File: src/rtl/ecr_pkg.sv
// Shared types, widths and arc decode functions for the eight-arc circle rasterizer.
`default_nettype none

package ecr_pkg;

	// Fixed field widths
	localparam int CORNER_W = 11;
	localparam int RAD_W    = 10;
	localparam int PIX_W    = 12;

	// Walk offset from the centre, signed; covers radius plus overshoot
	localparam int DW = 13;
	// Running value of dx^2 + dy^2 - r^2, signed
	localparam int MW = 24;

	// Request queue between front and back
	localparam int QUEUE_DEPTH = 4;
	localparam int PTR_W       = $clog2(QUEUE_DEPTH);
	localparam int CNT_W       = PTR_W + 1;

	typedef enum logic {
		CMD_START = 1'b0,
		CMD_STEP  = 1'b1
	} cmd_kind_t;

	typedef enum logic [2:0] {
		ARC_LEFT_UP,
		ARC_LEFT_DOWN,
		ARC_RIGHT_UP,
		ARC_RIGHT_DOWN,
		ARC_TOP_LEFT,
		ARC_TOP_RIGHT,
		ARC_BOTTOM_LEFT,
		ARC_BOTTOM_RIGHT
	} arc_t;

	// One classified request as it sits in the queue
	typedef struct packed {
		cmd_kind_t             kind;
		logic [CORNER_W-1:0]   corner_x;
		logic [CORNER_W-1:0]   corner_y;
		logic [RAD_W-1:0]      radius;
	} cmd_t;

	// Queue head as seen by the back end
	typedef struct packed {
		logic valid;
		cmd_t cmd;
	} cmd_head_t;

	// Walk offsets at the first point of an arc
	typedef struct packed {
		logic signed [DW-1:0] dx;
		logic signed [DW-1:0] dy;
	} walk_t;

	// A unit move: which axis, and whether the offset grows
	typedef struct packed {
		logic axis_y;
		logic inc;
	} move_t;

	// First point of an arc: one axis at -r or +r, the other at the centre
	function automatic walk_t arc_start(arc_t arc, logic [RAD_W-1:0] r);
		walk_t w;
		logic signed [DW-1:0] rs;
		rs = signed'(DW'(r));
		w.dx = '0;
		w.dy = '0;
		unique case (arc)
			ARC_LEFT_UP, ARC_LEFT_DOWN:      w.dx = -rs;
			ARC_RIGHT_UP, ARC_RIGHT_DOWN:    w.dx = rs;
			ARC_TOP_LEFT, ARC_TOP_RIGHT:     w.dy = -rs;
			ARC_BOTTOM_LEFT, ARC_BOTTOM_RIGHT: w.dy = rs;
			default:                         w.dx = '0;
		endcase
		return w;
	endfunction

	// Move one unit toward the centre
	function automatic move_t move_inward(arc_t arc);
		move_t m;
		m = '0;
		unique case (arc)
			ARC_LEFT_UP, ARC_LEFT_DOWN:        m = '{axis_y: 1'b0, inc: 1'b1};
			ARC_RIGHT_UP, ARC_RIGHT_DOWN:      m = '{axis_y: 1'b0, inc: 1'b0};
			ARC_TOP_LEFT, ARC_TOP_RIGHT:       m = '{axis_y: 1'b1, inc: 1'b1};
			ARC_BOTTOM_LEFT, ARC_BOTTOM_RIGHT: m = '{axis_y: 1'b1, inc: 1'b0};
			default:                           m = '0;
		endcase
		return m;
	endfunction

	// Move one unit outward along the arc's other axis
	function automatic move_t step_outward(arc_t arc);
		move_t m;
		m = '0;
		unique case (arc)
			ARC_LEFT_UP, ARC_RIGHT_UP:       m = '{axis_y: 1'b1, inc: 1'b0};
			ARC_LEFT_DOWN, ARC_RIGHT_DOWN:   m = '{axis_y: 1'b1, inc: 1'b1};
			ARC_TOP_LEFT, ARC_BOTTOM_LEFT:   m = '{axis_y: 1'b0, inc: 1'b0};
			ARC_TOP_RIGHT, ARC_BOTTOM_RIGHT: m = '{axis_y: 1'b0, inc: 1'b1};
			default:                         m = '0;
		endcase
		return m;
	endfunction

endpackage

`default_nettype wire

File: src/rtl/ecr_front.sv
// Front end: accepts requests, classifies them and queues them for the back end.
`default_nettype none

module ecr_front
	import ecr_pkg::*;
(
	input  wire logic                 clk,
	input  wire logic                 arst_n,
	input  wire logic                 req_valid,
	output logic                      req_ready,
	input  wire logic                 action,
	input  wire logic [CORNER_W-1:0]  corner_x,
	input  wire logic [CORNER_W-1:0]  corner_y,
	input  wire logic [RAD_W-1:0]     radius,
	output cmd_head_t                 head,
	input  wire logic                 cmd_pop
);

	cmd_t             queue_q [QUEUE_DEPTH];
	logic [PTR_W-1:0] wr_ptr_q;
	logic [PTR_W-1:0] rd_ptr_q;
	logic [CNT_W-1:0] count_q;
	cmd_t             cmd_in;
	logic             push;
	logic             pop;

	// Classify the incoming request
	always_comb begin
		cmd_in.kind     = action ? CMD_STEP : CMD_START;
		cmd_in.corner_x = corner_x;
		cmd_in.corner_y = corner_y;
		cmd_in.radius   = radius;
	end

	assign req_ready  = (count_q != CNT_W'(QUEUE_DEPTH));
	assign push       = req_valid && req_ready;
	assign pop        = cmd_pop && (count_q != '0);
	assign head.valid = (count_q != '0);
	assign head.cmd   = queue_q[rd_ptr_q];

	// Queue storage
	always_ff @(posedge clk) begin
		if (push) begin
			queue_q[wr_ptr_q] <= cmd_in;
		end
	end

	// Queue pointers and fill count
	always_ff @(posedge clk or negedge arst_n) begin
		if (!arst_n) begin
			wr_ptr_q <= '0;
			rd_ptr_q <= '0;
			count_q  <= '0;
		end else begin
			if (push) begin
				wr_ptr_q <= wr_ptr_q + PTR_W'(1);
			end
			if (pop) begin
				rd_ptr_q <= rd_ptr_q + PTR_W'(1);
			end
			if (push && !pop) begin
				count_q <= count_q + CNT_W'(1);
			end else if (pop && !push) begin
				count_q <= count_q - CNT_W'(1);
			end
		end
	end

endmodule

`default_nettype wire

File: src/rtl/ecr_back.sv
// Back end: arc walk engine with incremental distance tracking and result register.
`default_nettype none

module ecr_back
	import ecr_pkg::*;
#(
	parameter int COORD_BITS = 12
) (
	input  wire logic              clk,
	input  wire logic              arst_n,
	input  wire cmd_head_t         head,
	output logic                   cmd_pop,
	output logic                   res_valid,
	input  wire logic              res_ready,
	output logic                   pixel_valid,
	output logic [PIX_W-1:0]       pixel_x,
	output logic [PIX_W-1:0]       pixel_y,
	output logic                   circle_done
);

	localparam logic [PIX_W-1:0] PIX_MASK = (COORD_BITS >= PIX_W) ? {PIX_W{1'b1}} :
		PIX_W'((32'd1 << COORD_BITS) - 32'd1);

	// Circle state
	logic                   busy_q;
	arc_t                   arc_q;
	logic                   inner_q;
	logic [COORD_BITS-1:0]  cx_q;
	logic [COORD_BITS-1:0]  cy_q;
	logic [RAD_W-1:0]       r_q;
	logic signed [DW-1:0]   dx_q;
	logic signed [DW-1:0]   dy_q;
	logic signed [MW-1:0]   metric_q;

	logic signed [DW-1:0]   r_s;
	logic signed [DW-1:0]   h_s;
	logic                   outer_ok;
	logic                   bound_ok;
	logic                   inner_ok;
	logic                   emit;
	logic                   idle_adv;
	logic                   head_start;
	logic                   take;
	logic                   out_free;
	move_t                  mv;
	logic signed [DW-1:0]   d_sel;
	logic signed [DW-1:0]   d_next;
	logic signed [MW-1:0]   d_twice;
	logic signed [MW-1:0]   metric_next;
	walk_t                  start_w;
	walk_t                  next_w;
	arc_t                   arc_next;
	logic [PIX_W-1:0]       pix_x;
	logic [PIX_W-1:0]       pix_y;
	logic [CORNER_W:0]      sum_x;
	logic [CORNER_W:0]      sum_y;

	assign r_s = signed'(DW'(r_q));
	assign h_s = signed'(DW'(r_q >> 1));

	// Outer and inner loop conditions of the current arc
	always_comb begin
		outer_ok = 1'b0;
		bound_ok = 1'b0;
		unique case (arc_q)
			ARC_LEFT_UP: begin
				outer_ok = (dx_q < 0) && (dy_q > -h_s);
				bound_ok = (dx_q < 0);
			end
			ARC_LEFT_DOWN: begin
				outer_ok = (dx_q < 0) && (dy_q < h_s);
				bound_ok = (dx_q < 0);
			end
			ARC_RIGHT_UP: begin
				outer_ok = (dx_q > 0) && (dy_q > -h_s);
				bound_ok = (dx_q > 0);
			end
			ARC_RIGHT_DOWN: begin
				outer_ok = (dx_q > 0) && (dy_q < h_s);
				bound_ok = (dx_q >= 0);
			end
			ARC_TOP_LEFT: begin
				outer_ok = (dx_q > -r_s) && (dy_q < -h_s);
				bound_ok = (dy_q < -h_s);
			end
			ARC_TOP_RIGHT: begin
				outer_ok = (dx_q < r_s) && (dy_q < -h_s);
				bound_ok = (dy_q < -h_s);
			end
			ARC_BOTTOM_LEFT: begin
				outer_ok = (dx_q > -r_s) && (dy_q > h_s);
				bound_ok = (dy_q > h_s);
			end
			ARC_BOTTOM_RIGHT: begin
				outer_ok = (dx_q < r_s) && (dy_q > h_s);
				bound_ok = (dy_q > h_s);
			end
			default: begin
				outer_ok = 1'b0;
				bound_ok = 1'b0;
			end
		endcase
	end

	assign inner_ok = (metric_q >= signed'(MW'(r_q))) && bound_ok;

	// Control: a step request waits while the result is held or the arc advances
	assign emit       = busy_q && (inner_q || outer_ok);
	assign idle_adv   = busy_q && !inner_q && !outer_ok && (arc_q != ARC_BOTTOM_RIGHT);
	assign head_start = head.valid && (head.cmd.kind == CMD_START);
	assign out_free   = !res_valid || res_ready;
	assign take       = head.valid && out_free && (head_start || !idle_adv);
	assign cmd_pop    = take;

	// Unit move; dx^2 changes by 2dx+1 going up and by 1-2dx going down
	always_comb begin
		mv          = inner_ok ? move_inward(arc_q) : step_outward(arc_q);
		d_sel       = mv.axis_y ? dy_q : dx_q;
		d_twice     = MW'(d_sel) <<< 1;
		d_next      = mv.inc ? d_sel + DW'(1) : d_sel - DW'(1);
		metric_next = mv.inc ? metric_q + d_twice + MW'(1) : metric_q - d_twice + MW'(1);
	end

	// Start point of a new circle and of the next arc
	assign start_w  = arc_start(ARC_LEFT_UP, head.cmd.radius);
	assign arc_next = arc_t'(arc_q + 3'd1);
	assign next_w   = arc_start(arc_next, r_q);
	assign sum_x    = {1'b0, head.cmd.corner_x} + (CORNER_W + 1)'(head.cmd.radius);
	assign sum_y    = {1'b0, head.cmd.corner_y} + (CORNER_W + 1)'(head.cmd.radius);

	// Pixel coordinates wrap to the coordinate field
	assign pix_x = (PIX_W'(cx_q) + PIX_W'(dx_q)) & PIX_MASK;
	assign pix_y = (PIX_W'(cy_q) + PIX_W'(dy_q)) & PIX_MASK;

	// Walk state
	always_ff @(posedge clk or negedge arst_n) begin
		if (!arst_n) begin
			busy_q   <= 1'b0;
			arc_q    <= ARC_LEFT_UP;
			inner_q  <= 1'b0;
			cx_q     <= '0;
			cy_q     <= '0;
			r_q      <= '0;
			dx_q     <= '0;
			dy_q     <= '0;
			metric_q <= '0;
		end else if (take && head_start) begin
			busy_q   <= 1'b1;
			arc_q    <= ARC_LEFT_UP;
			inner_q  <= 1'b0;
			r_q      <= head.cmd.radius;
			cx_q     <= COORD_BITS'(sum_x);
			cy_q     <= COORD_BITS'(sum_y);
			dx_q     <= start_w.dx;
			dy_q     <= start_w.dy;
			metric_q <= '0;
		end else if (take && emit) begin
			inner_q  <= inner_ok;
			metric_q <= metric_next;
			if (mv.axis_y) begin
				dy_q <= d_next;
			end else begin
				dx_q <= d_next;
			end
		end else if (take && busy_q) begin
			// last arc exhausted
			busy_q <= 1'b0;
			arc_q  <= ARC_LEFT_UP;
		end else if (idle_adv) begin
			arc_q    <= arc_next;
			inner_q  <= 1'b0;
			dx_q     <= next_w.dx;
			dy_q     <= next_w.dy;
			metric_q <= '0;
		end
	end

	// Result valid
	always_ff @(posedge clk or negedge arst_n) begin
		if (!arst_n) begin
			res_valid <= 1'b0;
		end else if (take) begin
			res_valid <= 1'b1;
		end else if (res_ready) begin
			res_valid <= 1'b0;
		end
	end

	// Result payload
	always_ff @(posedge clk) begin
		if (take) begin
			pixel_valid <= !head_start && emit;
			pixel_x     <= (!head_start && emit) ? pix_x : '0;
			pixel_y     <= (!head_start && emit) ? pix_y : '0;
			circle_done <= !head_start && busy_q && !emit;
		end
	end

endmodule

`default_nettype wire

File: src/rtl/eight_arc_circle_rasterizer.sv
// Top level of the eight-arc circle rasterizer: request queue front end and arc walk back end.
//
//  channel  | handshake             | payload
//  ---------+-----------------------+----------------------------------------------
//  request  | req_valid / req_ready | action, corner_x, corner_y, radius
//  result   | res_valid / res_ready | pixel_valid, pixel_x, pixel_y, circle_done
//
// Every request gives exactly one result; requests and results flow at one per cycle
// while the result register is free and the engine is not moving to the next arc.
// Each move to the next arc, empty or traced, is a walk register update in which no step
// request is taken; it is spent while the engine waits for a step request or stalls
// the head step.
// A request reaches the back end through a four-entry queue that registers it on acceptance.
// Reset clears the queue and the walk state; the block is idle afterwards.
// res_ready low holds the result register; the queue keeps taking requests until full.
`default_nettype none

module eight_arc_circle_rasterizer
	import ecr_pkg::*;
#(
	parameter int COORD_BITS = 12
) (
	input  wire logic                 clk,
	input  wire logic                 arst_n,
	input  wire logic                 req_valid,
	output logic                      req_ready,
	input  wire logic                 action,
	input  wire logic [CORNER_W-1:0]  corner_x,
	input  wire logic [CORNER_W-1:0]  corner_y,
	input  wire logic [RAD_W-1:0]     radius,
	output logic                      res_valid,
	input  wire logic                 res_ready,
	output logic                      pixel_valid,
	output logic [PIX_W-1:0]          pixel_x,
	output logic [PIX_W-1:0]          pixel_y,
	output logic                      circle_done
);

	cmd_head_t head;
	logic      cmd_pop;

	ecr_front u_front (
		.clk       (clk),
		.arst_n    (arst_n),
		.req_valid (req_valid),
		.req_ready (req_ready),
		.action    (action),
		.corner_x  (corner_x),
		.corner_y  (corner_y),
		.radius    (radius),
		.head      (head),
		.cmd_pop   (cmd_pop)
	);

	ecr_back #(
		.COORD_BITS (COORD_BITS)
	) u_back (
		.clk         (clk),
		.arst_n      (arst_n),
		.head        (head),
		.cmd_pop     (cmd_pop),
		.res_valid   (res_valid),
		.res_ready   (res_ready),
		.pixel_valid (pixel_valid),
		.pixel_x     (pixel_x),
		.pixel_y     (pixel_y),
		.circle_done (circle_done)
	);

	// A result never carries a pixel and the end mark together
	a_done_no_pixel: assert property (@(posedge clk) disable iff (!arst_n)
		res_valid |-> !(pixel_valid && circle_done))
		else $error("result carries both a pixel and circle_done");

	// A result without a pixel has zero coordinates
	a_blank_zero: assert property (@(posedge clk) disable iff (!arst_n)
		(res_valid && !pixel_valid) |-> (pixel_x == '0) && (pixel_y == '0))
		else $error("blank result with nonzero coordinates");

	// After a request is accepted, the queue head is valid on the next cycle
	a_queue_fill: assert property (@(posedge clk) disable iff (!arst_n)
		(req_valid && req_ready) |=> head.valid)
		else $error("accepted request missing from queue");

	// The back end only pops a request that is present
	a_pop_valid: assert property (@(posedge clk) disable iff (!arst_n)
		cmd_pop |-> head.valid)
		else $error("pop of an empty queue");

endmodule

`default_nettype wire
File: config.mk
export PLATFORM = sky130hd
export DESIGN_NAME = eight_arc_circle_rasterizer
export DESIGN_NICKNAME = d
export VERILOG_FILES = /design/src/rtl/ecr_pkg.sv /design/src/rtl/ecr_front.sv /design/src/rtl/ecr_back.sv /design/src/rtl/eight_arc_circle_rasterizer.sv
export SDC_FILE = /design/constraint.sdc
export NUM_CORES = 1
export LEC_CHECK = 0
export BUFFER_PORTS_ARGS = -buffer_cell sky130_fd_sc_hd__buf_2
export CAP_MARGIN = 0
export CELL_PAD_IN_SITES_DETAIL_PLACEMENT = 1
export CELL_PAD_IN_SITES_GLOBAL_PLACEMENT = 2
export CORE_MARGIN = 10
export CORE_UTILIZATION = 42
export DETAILED_ROUTE_END_ITERATION = 12
export HOLD_SLACK_MARGIN = 0.15
export PLACE_DENSITY_LB_ADDON = 0.05
export SYNTH_ARGS = -nofsm -noshare
export SYNTH_HDL_FRONTEND = slang
export SYNTH_SLANG_ARGS = --single-unit
File: constraint.sdc
create_clock -name clk -period 7.2 [get_ports clk]
set_clock_uncertainty 0.15 [all_clocks]
set_input_delay 0.36 -clock clk [delete_from_list [all_inputs] [get_ports clk]]
set_output_delay 0.36 -clock clk [all_outputs]
set_load 0.02 [all_outputs]
# ---- After elaboration in Yosys (flattened, before gate mapping)
# Memories as Yosys holds them, arrays and structs flattened.
# Cells that the tools add are included.
dict set report word_totals {
  mem_count 3
  ramBits 132
  word_cells 166
  romBits 32
  ff_bits 123
  in_bits 37
  out_inout_bits 28
}
# memory words word_bits read_ports rd_ports_with_merged_regs write_ports line_no
set mem_list {}
lappend mem_list {u_front.queue_q 4 33 1 0 1 ecr_front.sv:19} ;# cmd_t queue_q [QUEUE_DEPTH];
lappend mem_list {{(name not given)} 8 2 1 0 0 ecr_pkg.sv:84} ;# unique case (arc)
lappend mem_list {{(name not given)} 8 2 1 0 0 ecr_pkg.sv:98} ;# unique case (arc)
dict set report op_classes {
  magnitude_cmp 10
  n_mux 40
  addsub 18
  eq_ne 20
  n_bitwise 1
  reduce_logical 57
}
# cell n
set ops {}
lappend ops {{$mux W13} 12}
lappend ops {{$mux W24} 5}
lappend ops {{$pmux W13 S2} 2}
lappend ops {{$add A24 B2 Y24 const B} 2}
lappend ops {{$gt A13 B13 Y1} 2}
lappend ops {{$logic_and A1 B1 Y1} 26}
lappend ops {{$neg A10 Y13} 2}
lappend ops {{$add A11 B10 Y12} 2}
lappend ops {{$add A12 B12 Y12} 2}
lappend ops {{$add A24 B14 Y24} 1}
lappend ops {{$eq A3 B3 Y1 const B} 8}
lappend ops {{$ge A24 B11 Y1} 1}
lappend ops {{$sub A24 B14 Y24} 1}
lappend ops {{$mux W3} 6}
lappend ops {{$reduce_or A2 Y1} 7}
lappend ops {{$add A13 B2 Y13 const B} 1}
lappend ops {{$ge A13 B1 Y1 const B} 1}
lappend ops {{$gt A13 B1 Y1 const B} 1}
lappend ops {{$gt A13 B10 Y1} 1}
lappend ops {{$lt A13 B1 Y1 const B} 1}
lappend ops {{$lt A13 B10 Y1} 1}
lappend ops {{$lt A13 B11 Y1} 1}
lappend ops {{$lt A13 B13 Y1} 1}
lappend ops {{$neg A9 Y13} 1}
lappend ops {{other kinds (21)} 58}

# ---- Logic depth before layout (Yosys ltp)
# Gate-level depths: netlist (run 1).
dict set report logic_depth {
  word_depth 14
  depth_mapped 31
  mapped_depth_nobuf 30
}

# ---- By module
# Synthesis (run 1) repeated with hierarchy kept, for this count alone.
dict set report hier_totals {
  cells_unflattened 1646
  hier_area_um2 17112.7
}
# module instances area_each_um2 cells_each seq_area_each_um2
set modules_own_cells {}
lappend modules_own_cells {ecr_back 1 11888.9 1438 3032.9}
lappend modules_own_cells {ecr_front 1 5223.8 208 4139.0}

# ---- Least setup slack after synthesis (run 1)
# No wires, ideal clock.
dict set report synth_timing {
  path_type {reg2reg}
  start {reg u_back.r_q[3]}
  end {reg u_back.metric_q[23]}
  t_required_ps 6963
  setup_slack_ps 836
  path_buffers 2
  t_arrival_ps 6127
  stages_incl_launch_ff 31
  setup_ps 87
  path_cell_list {dfrtp_1 > clkbuf_1 > nor3_1 > nand3_1 > nor2_1 > xnor2_1 > ha_1 > and4_1 > and3_1 > o32a_1 > o21ai_0 > o41a_4 > a31oi_2 > inv_1 > clkbuf_1 > nand2_1 > o21ai_0 > ha_1 > inv_1 > ha_1 > nor2b_1 > o31a_1 > o221ai_1 > o211ai_1 > nand3_1 > nand4b_1 > a41oi_1 > mux2i_1 > and3_1 > or4_1 > o211ai_1}
}
dict set report synth_via {
  elab_chain_len 13
}
# item line_no
set synth_rtl {}
lappend synth_rtl {{from (decl)} ecr_back.sv:30} ;# logic [RAD_W-1:0] r_q;
lappend synth_rtl {{from (signal assigned)} ecr_back.sv:151} ;# r_q <= head.cmd.radius;
lappend synth_rtl {{parallel branches: the longest is 13 deep, another holds $sub A24 B14 Y24} -}
lappend synth_rtl {{to (signal assigned)} ecr_back.sv:159} ;# metric_q <= metric_next;
lappend synth_rtl {{to (decl)} ecr_back.sv:33} ;# logic signed [MW-1:0] metric_q;
# Parallel ways; which one is timed is not known.
# A chain may end at the register's enable or synchronous reset.

# ---- Worst setup path in the final report (run 1)
# Same ends and word-level chain as after synthesis.

==> impl_metrics.py, run 1 <==
metrics = {
    "synthesis": {
        "synth_nets": 1851,
        "ys_seq_area_share_pct": 42.56,
        "synth_cells": 1616,
        "yosysTopAreaCellShare_pct": 28.16,
        "ys_types": 83,
        "synth-async-reset-ratio_pct": 38.04,
        "synth.area.top_cells": "edfxtp_1 28%, dfrtp_1 14%, ha_1 14%",
        "synth_ff_type": "edfxtp_1",
        "syn_avg_cell_area_um2": 10.43,
        "synth_seq_cells": 255,
        "synth_area_leader_cell": "edfxtp_1",
        "ys_warn_count": 0,
        "synth_edf_count": 158,
        "netlist_area_um2": 16850,
    },
    "worst_setup_path": {
        "setup.worst_path.start": "u_back.r_q[3]",
        "regToRegStartpoint": "u_back.r_q[3]",
        "cp-end-kind": "flip-flop",
        "worstPathRequired_ns": 7.57,
        "arrival_ns": 7.19,
        "rr_endpoint": "u_back.metric_q[23]",
        "crit_path_start_kind": "flip-flop",
        "critPathSlowestCell": "dfrtp_1",
        "max_stage_delay_ns": 0.48,
        "reg2reg_depth": 28,
        "path_max_fanout": 7,
        "criticalPathCategory": "reg2reg",
        "reg2reg_slack_ns": 0.39,
    },
    "placement": {
        "hpwlAfterDp_mm": 40.07,
        "placedInstanceArea_um2": 18000,
        "port_buffers": 64,
        "pre_cts_slack_ns": -0.03428,
        "gp_congestion": 0.8955,
        "dp.cells": 2196,
    },
    "final_layout": {
        "fillers": 4339,
        "stdcell_count": 2294,
        "drive_gt1_share_pct": 13.68,
        "area_growth_pct": 16.16,
        "nNetsFinal": 1979,
        "multiInputGateArea_um2": 9165,
        "mostFrequentLayoutCell": "ha_1",
        "num_antenna_cells": 0,
        "register_area_um2": 7176,
        "fin_area_um2": 19580,
        "final_cell_mix": "189 x ha_1, 161 x nand2_1, 158 x edfxtp_1, 117 x o21ai_0, 111 x inv_1",
    },
    "floorplan": {
        "die_area_um2": 48530,
        "initial_core_util_pct": 42.41,
        "core_um2": 39730,
        "die_w_um": 220.3,
        "rows": 73,
        "die_height_um": 220.3,
        "io_pins": 65,
    },
    "timing": {
        "fin_crit_ns": 6.814,
        "relSlewSlack_pct": 40.46,
        "setup_ws_ns": 0.3856,
        "finalHoldViolCount": 0,
        "fin_crit_sh_pct": 94.64,
        "finalSetupViolations": 0,
        "max_freq_mhz": 146.7,
        "fin_setup_tns_ns": 0,
        "maxSlewViolCount": 0,
        "worst_pin_slew_ns": 0.8899,
    },
    "drt": {
        "drt_iter0_drc": 664,
        "wire_per_inst_um": 23.09,
        "vias": 13000,
        "routed_wl_mm": 52.97,
        "viasPerCell": 5.665,
        "first_pass_iters": 5,
        "antenna_left": 0,
        "drc": 0,
    },
    "global_route": {
        "grt-ovfl-total": 0,
        "grt_start_max_net_pins": 71,
        "grtUsageTotal_pct": 22.28,
        "grt_pass1_vias": 14340,
        "grt_pass1_wl_mm": 83.66,
        "antenna_found_initial": 0,
    },
    "clock_tree": {
        "cts_buffers": 31,
        "htreeDepth": 1,
        "cts_sinks": 255,
        "clk_pin_slew_ns": 0.06,
        "cts_tree": "done",
        "clkLatencyLatePin_ns": 0.60,
        "clockBufferDepth": 3,
        "cts_root_buf": "clkbuf_16",
    },
    "status": {
        "outcome": "finished clean",
    },
    "hold_path": {
        "hold_class": "in2async",
    },
    "flow_run": {
        "drv_cap": 0,
    },
}
## Yosys cell counts, drive strengths merged (4+ instances only)
| library cell | instances |
|---|---|
| a2111oi | 5 |
| a211oi | 10 |
| a21boi | 11 |
| a21o | 34 |
| a21oi | 100 |
| a221o | 4 |
| a221oi | 5 |
| a22o | 6 |
| a22oi | 6 |
| a311oi | 6 |
| a31o | 4 |
| a31oi | 12 |
| a41oi | 5 |
| and2 | 7 |
| and3 | 17 |
| buf | 14 |
| clkbuf | 36 |
| dfrtp | 97 |
| edfxtp | 158 |
| fa | 8 |
| ha | 190 |
| inv | 113 |
| mux2i | 9 |
| mux4 | 33 |
| nand2 | 161 |
| nand2b | 16 |
| nand3 | 19 |
| nand4 | 9 |
| nor2 | 102 |
| nor2b | 25 |
| nor3 | 34 |
| nor4 | 7 |
| o2111ai | 4 |
| o211ai | 9 |
| o21a | 15 |
| o21ai | 122 |
| o21bai | 8 |
| o31a | 5 |
| o31ai | 16 |
| o41ai | 4 |
| or2 | 9 |
| or3 | 17 |
| or4 | 7 |
| xnor2 | 71 |
| xor2 | 27 |
## cells by family (layout without fill, tap and decap cells)
| group | after synthesis | count (layout) | share of synthesized area, % |
|---|---|---|---|
| simple gates | 440 | 440 | 12.31 |
| flops | 255 | 255 | 42.56 |
| xor+xnor | 98 | 98 | 5.094 |
| compound gates | 415 | 415 | 16.08 |
| buf+inv | 165 | 318 | 3.750 |
| mux | 45 | 45 | 5.146 |
| fa+ha+maj | 198 | 198 | 15.06 |
## timing repair
action / CTS / global route
pin swaps: 0 / 3
endpoints found under the hold margin: 176 / 0
hold buffers: 36 / 0
setup endpoints to repair: 1 / 8
gates resized for setup: 1 / 19
setup buffers: 0 / 4
## routing by layer
metal | GRT usage, % | wire, µm | vias to the layer above
met3 | 3.086 | 2038 | 87
li1 | - | - | 6167
met2 | 40.34 | 27200 | 232
met5 | 0 | 0 | -
met1 | 26.77 | 21920 | 6509
met4 | 7.053 | 1813 | 0
## sequential cells by signal (all words and copies together), names as in the netlist
name / cells
u_back.cy_q: 12
u_front.wr_ptr_q: 2
u_front.count_q: 3
u_back.arc_q: 3
u_back.busy_q: 1
u_back.dx_q: 13
u_back.r_q: 10
u_back.pixel_x: 12
u_back.dy_q: 13
u_back.cx_q: 12
u_back.circle_done: 1
u_front.queue_q: 132
u_back.pixel_y: 12
u_front.rd_ptr_q: 2
u_back.metric_q: 24
u_back.res_valid: 1
u_back.pixel_valid: 1
u_back.inner_q: 1
## final cells by class
type                    instances  area share, %
clock buffers                  46          4.609
clock inverters                12          1.055
inverters                     115          2.224
multi-input cells            1196          46.82
flip-flops and latches        255          36.66
well taps                     525          3.356
repair buffers                145          5.280
## through the flow
step                      hold WS, ns  util, %
after floorplan              -0.08559        -
after global placement         0.2773    45.30
after detailed placement       0.2679    45.30
after CTS                      0.1762    49.00
after global routing           0.2420    49.27
final                          0.1852    49.27
## critical path, delay by kind of cell (launching register included)
family	cells	cell delay, ns
flip-flops	1	0.48
adder cells (fa/ha/maj)	4	1.10
AND/OR/NAND/NOR	11	2.69
AO/OA/AOI/OAI	8	1.78
buffers and inverters	3	0.23
multiplexers	1	0.16
XOR/XNOR	1	0.16
## how the worst max path moves through the flow
stage                     endpoint  depth (start not counted)
6_report       u_back.metric_q[23]                         28
5_1_grt        u_back.metric_q[23]                         29
4_1_cts        u_back.metric_q[23]                         30
3_5_place_dp   u_back.metric_q[23]                         28
3_3_place_gp   u_back.metric_q[23]                         28
2_1_floorplan  u_back.metric_q[23]                         30
Power of run 1 is not shown: default switching activity piles up to over one toggle a cycle in this logic, so the estimate is an artifact.
==> run 2, diff against run 1 <==
Settings changed: ABC_AREA set to 1, CORE_UTILIZATION 42 to 39.
==> impl_metrics.py, run 2 <==
metrics = {
    "final_layout": {
        "register_area_um2": 7173,
        "multiInputGateArea_um2": 9030,
        "largest_register": "u_front.queue_q",
        "final_cell_mix": "447 x nand2_1, 267 x inv_1, 190 x ha_1, 188 x o21ai_0, 173 x nor2_1",
        "drive_gt1_share_pct": 8.456,
        "largest_reg_flops": 132,
        "mostFrequentLayoutCell": "nand2_1",
        "stdcell_count": 2828,
        "nNetsFinal": 2445,
        "area_growth_pct": 13.92,
        "fillers": 5252,
        "top_regs": "u_front.queue_q: 132 flops, u_back.metric_q: 24 flops",
    },
    "synthesis": {
        "ys_types": 53,
        "synth_seq_cells": 255,
        "synth-async-reset-ratio_pct": 38.04,
        "syn_avg_cell_area_um2": 8.316,
        "ys_warn_count": 0,
        "synthMostInstantiatedCell": "nand2_1",
        "yosysTopAreaCellShare_pct": 27.16,
        "netlist_area_um2": 17470,
        "ys_top_cells_by_count": "447 x nand2_1, 267 x inv_1, 190 x ha_1",
        "synth_area_leader_cell": "edfxtp_1",
        "synth_cells": 2101,
        "synth.area.top_cells": "edfxtp_1 27%, dfrtp_1 14%, ha_1 14%",
        "ys_seq_area_share_pct": 41.05,
        "synth_ff_type": "edfxtp_1",
        "synth_nets": 2336,
        "synth_edf_count": 158,
    },
    "clock_tree": {
        "clk_pin_slew_ns": 0.06,
        "clockBufferDepth": 3,
        "cts_buffers": 31,
        "htreeDepth": 1,
        "cts_sinks": 255,
        "cts_tree": "done",
        "postCtsSetupBuffers": 0,
        "clkLatencyLatePin_ns": 0.61,
        "cts_root_buf": "clkbuf_16",
    },
    "drt": {
        "first_pass_iters": 5,
        "drt_iter0_drc": 733,
        "vias": 14830,
        "routed_wl_mm": 59.40,
        "wire_per_inst_um": 21.01,
        "viasPerCell": 5.244,
        "drc": 0,
        "antenna_left": 0,
    },
    "worst_setup_path": {
        "worstPathRequired_ns": 7.51,
        "max_stage_delay_ns": 0.45,
        "path_buf_inv": 3,
        "path_delay_family": "simple AND/OR/NAND/NOR gates",
        "cp-end-kind": "flip-flop",
        "crit_top_cell": "nand2_1",
        "path_max_fanout": 26,
        "crit_path_start_kind": "flip-flop",
        "critPathSlowestCell": "o21ai_0",
        "criticalPathCategory": "reg2reg",
        "arrival_ns": 6.86,
    },
    "placement": {
        "dp.cells": 2734,
        "hpwlAfterDp_mm": 46.22,
        "port_buffers": 64,
        "gp_congestion": 0.9119,
    },
    "hold_path": {
        "hold_class": "in2reg",
    },
    "global_route": {
        "grt-ovfl-total": 0,
        "grtUsageTotal_pct": 21.99,
        "grt_pass1_vias": 15440,
        "antenna_found_initial": 3,
        "grt_start_max_net_pins": 77,
        "grt_pass1_wl_mm": 91.99,
    },
    "timing": {
        "relSlewSlack_pct": 25.97,
        "max_freq_mhz": 152.6,
        "fin_crit_sh_pct": 91.01,
        "hold_slack_ns": 0.2184,
        "maxSlewViolCount": 0,
        "worst_pin_slew_ns": 1.108,
        "fin_crit_ns": 6.553,
        "fin_setup_tns_ns": 0,
        "finalHoldViolCount": 0,
        "finalSetupViolations": 0,
        "rsz0062_at_grt": "no",
    },
    "floorplan": {
        "initial_core_util_pct": 39.51,
        "die_w_um": 231.7,
        "die_area_um2": 53670,
        "rows": 77,
        "die_height_um": 231.7,
        "io_pins": 65,
        "core_um2": 44220,
    },
    "flow_run": {
        "drv_cap": 0,
    },
    "status": {
        "outcome": "finished clean",
    },
}
-- run 2: final cells by class --
type,instances,share of cell area [%]
Antenna cell,1,0.01257
Clock buffer,36,4.042
Clock inverter,22,1.081
Inverter,275,5.186
Multi-Input combinational cell,1517,45.37
Sequential cell,255,36.04
Tap cell,592,3.721
Timing Repair Buffer,130,4.551
-- run 2: what timing repair did --
| item | in CTS | in global routing |
|---|---|---|
| resized for setup | 0 | 1 |
| endpoints found under the setup margin | 0 | 1 |
| hold endpoints to repair | 196 | 0 |
| hold buffers | 35 | 0 |
-- run 2: worst register-to-register path, delay by kind of cell, from the launching register on --
kind                       cells  cell delay [ns]
buffers and inverters          3             0.48
and+or+nand+nor               18             2.37
adders and majority gates      3             0.85
AOI/OAI and AO/OA             10             2.12
DFF                            1             0.43
-- run 2: cells by family after synthesis --
| logic type | count (synthesis) | share of synthesized area, % |
|---|---|---|
| flip-flops | 255 | 41.05 |
| adder cells (fa/ha/maj) | 198 | 14.52 |
| multiplexers | 1 | 0.06445 |
| AND/OR/NAND/NOR | 802 | 19.39 |
| XOR/XNOR | 66 | 3.308 |
| buffers and inverters | 329 | 7.440 |
| AO/OA/AOI/OAI | 450 | 14.23 |
-- run 2: path summary, 6_finish.rpt --
check,start,end,slack (ns),depth (start not counted)
max,u_back.r_q[8],u_back.metric_q[22],0.65,34
min,req_valid,u_front.wr_ptr_q[0],0.22,3
max reg2reg,u_back.r_q[8],u_back.metric_q[22],0.65,34
min reg2reg,u_back.cy_q[7],u_back.cy_q[7],0.34,2
max in group asynchronous,arst_n,u_front.rd_ptr_q[0],5.52,3
min in group asynchronous,arst_n,u_back.metric_q[11],0.26,2
-- run 2: metal layers --
metal	vias up	track usage, %	routed length [µm]
li1	7338	-	-
met1	7283	29.09	27800
met2	151	38.00	28900
met3	57	2.028	1304
met4	0	5.473	1391
met5	-	0	0
-- run 2: stage by stage --
stage | setup WS [ns] | util (%) | area, µm²
finish | 0.6474 | 45.01 | 19900
global route | 0.09345 | 45.01 | 19900
CTS | 0.5276 | 45.00 | 19900
detailed placement | 0.5505 | 41.91 | 18530
global placement | 0.7150 | 41.91 | 18530
floorplan | 1.780 | - | 17470
Power of run 2 is left out for the same reason.
==> run 3, diff against run 2 <==
Settings changed: PLACE_DENSITY_LB_ADDON 0.05 to 0.1.
==> impl_metrics.py, run 3 (synthesis results as in run 2) <==
metrics = {
    "worst_setup_path": {
        "worstPathRequired_ns": 7.45,
        "criticalPathCategory": "reg2reg",
        "crit_top_cell": "nand2_1",
        "arrival_ns": 6.65,
        "path_max_fanout": 26,
        "path_delay_family": "simple AND/OR/NAND/NOR gates",
        "crit_path_start_kind": "flip-flop",
        "max_stage_delay_ns": 0.44,
        "path_buf_inv": 3,
        "critPathSlowestCell": "ha_1",
        "cp-end-kind": "flip-flop",
    },
    "drt": {
        "drt_iter0_drc": 625,
        "first_pass_iters": 4,
        "drc": 0,
        "routed_wl_mm": 58.99,
        "antenna_left": 0,
        "vias": 15070,
        "viasPerCell": 5.324,
        "wire_per_inst_um": 20.84,
    },
    "timing": {
        "fin_crit_ns": 6.405,
        "rsz0062_at_grt": "no",
        "fin_crit_sh_pct": 88.96,
        "fin_setup_tns_ns": 0,
        "max_freq_mhz": 156.1,
        "relSlewSlack_pct": 19.63,
        "hold_slack_ns": 0.2365,
        "maxSlewViolCount": 0,
        "setup_ws_ns": 0.7948,
        "finalSetupViolations": 0,
        "worst_pin_slew_ns": 1.206,
        "finalHoldViolCount": 0,
    },
    "final_layout": {
        "num_antenna_cells": 0,
        "utilization_pct": 45.26,
        "largest_reg_flops": 132,
        "final_cell_mix": "447 x nand2_1, 267 x inv_1, 190 x ha_1, 184 x o21ai_0, 173 x nor2_1",
        "area_growth_pct": 14.54,
        "drive_gt1_share_pct": 8.575,
        "largest_register": "u_front.queue_q",
        "nNetsFinal": 2450,
        "mostFrequentLayoutCell": "nand2_1",
        "top_regs": "u_front.queue_q: 132 flops, u_back.metric_q: 24 flops",
        "fillers": 5291,
    },
    "clock_tree": {
        "clk_pin_slew_ns": 0.06,
        "cts_tree": "done",
        "htreeDepth": 2,
        "clkLatencyLatePin_ns": 0.55,
        "clockBufferDepth": 3,
        "cts_root_buf": "clkbuf_16",
        "cts_buffers": 34,
        "postCtsSetupBuffers": 0,
        "cts_sinks": 255,
    },
    "global_route": {
        "grt_pass1_wl_mm": 91.62,
        "grt_start_max_net_pins": 82,
        "antenna_found_initial": 0,
        "grt_pass1_vias": 15860,
        "grtUsageTotal_pct": 21.99,
        "grt-ovfl-total": 0,
    },
    "floorplan": {
        "rows": 77,
        "io_pins": 65,
        "die_area_um2": 53670,
        "initial_core_util_pct": 39.51,
        "die_height_um": 231.7,
        "die_w_um": 231.7,
        "core_um2": 44220,
    },
    "placement": {
        "port_buffers": 64,
        "hpwlAfterDp_mm": 45.04,
        "pre_cts_slack_ns": 0.6720,
        "gp_congestion": 0.8967,
    },
    "hold_path": {
        "hold_class": "in2async",
    },
    "flow_run": {
        "drv_cap": 0,
    },
    "status": {
        "outcome": "finished clean",
    },
}
==> run 3: worst register-to-register path, delay by kind of cell (launching register included) <==
family | cells | cell delay, ns
compound gates | 10 | 1.81
fa+ha+maj | 3 | 1.08
buf+inv | 3 | 0.45
flops | 1 | 0.42
simple gates | 17 | 2.35
==> run 3: final timing paths <==
kind / start / slack [ns] / endpoint / cells past startpoint
max: u_back.r_q[8] / 0.79 / u_back.metric_q[22] / 33
min: arst_n / 0.24 / u_back.metric_q[11] / 2
max reg2reg: u_back.r_q[8] / 0.79 / u_back.metric_q[22] / 33
min reg2reg: u_back.cy_q[2] / 0.34 / u_back.cy_q[2] / 2
max in group asynchronous: arst_n / 5.32 / u_front.rd_ptr_q[0] / 3
min in group clk: req_valid / 0.27 / u_front.wr_ptr_q[0] / 3
==> run 3: repair_timing <==
action | in CTS | in global routing
hold buffers | 35 | 0
setup endpoints to repair | 0 | 1
gates resized for setup | 0 | 5
hold endpoints to repair | 173 | 0
==> run 3: stage by stage <==
stage | cell area [µm²] | std cells
final | 20010 | 2831
after global routing | 20010 | 2831
after CTS | 20010 | 2831
after detailed placement | 18550 | 2736
after global placement | 18550 | 2736
after floorplan | 17470 | 2101
==> run 3: final cells by class <==
cell class                 instances  area, µm²  share of cell area [%]
inverter                         275       1032                   5.158
clock inverter                    20      212.7                   1.063
multi-input combinational       1517       9030                   45.12
timing repair buffer             132      920.9                   4.601
clock buffer                      40      903.4                   4.514
sequential                       255       7173                   35.84
tap                              592      740.7                   3.701
==> run 3: per-layer routing <==
metal	part of all wire (%)	wire [µm]	vias to the layer above	global-route usage, %
met3	3.6	2129	81	3.372
met2	48	28120	229	37.27
met1	45	26720	7428	27.91
li1	-	-	7333	-
met4	3.4	2016	0	7.984
met5	0	0	-	0
Power of run 3 is left out for the same reason.
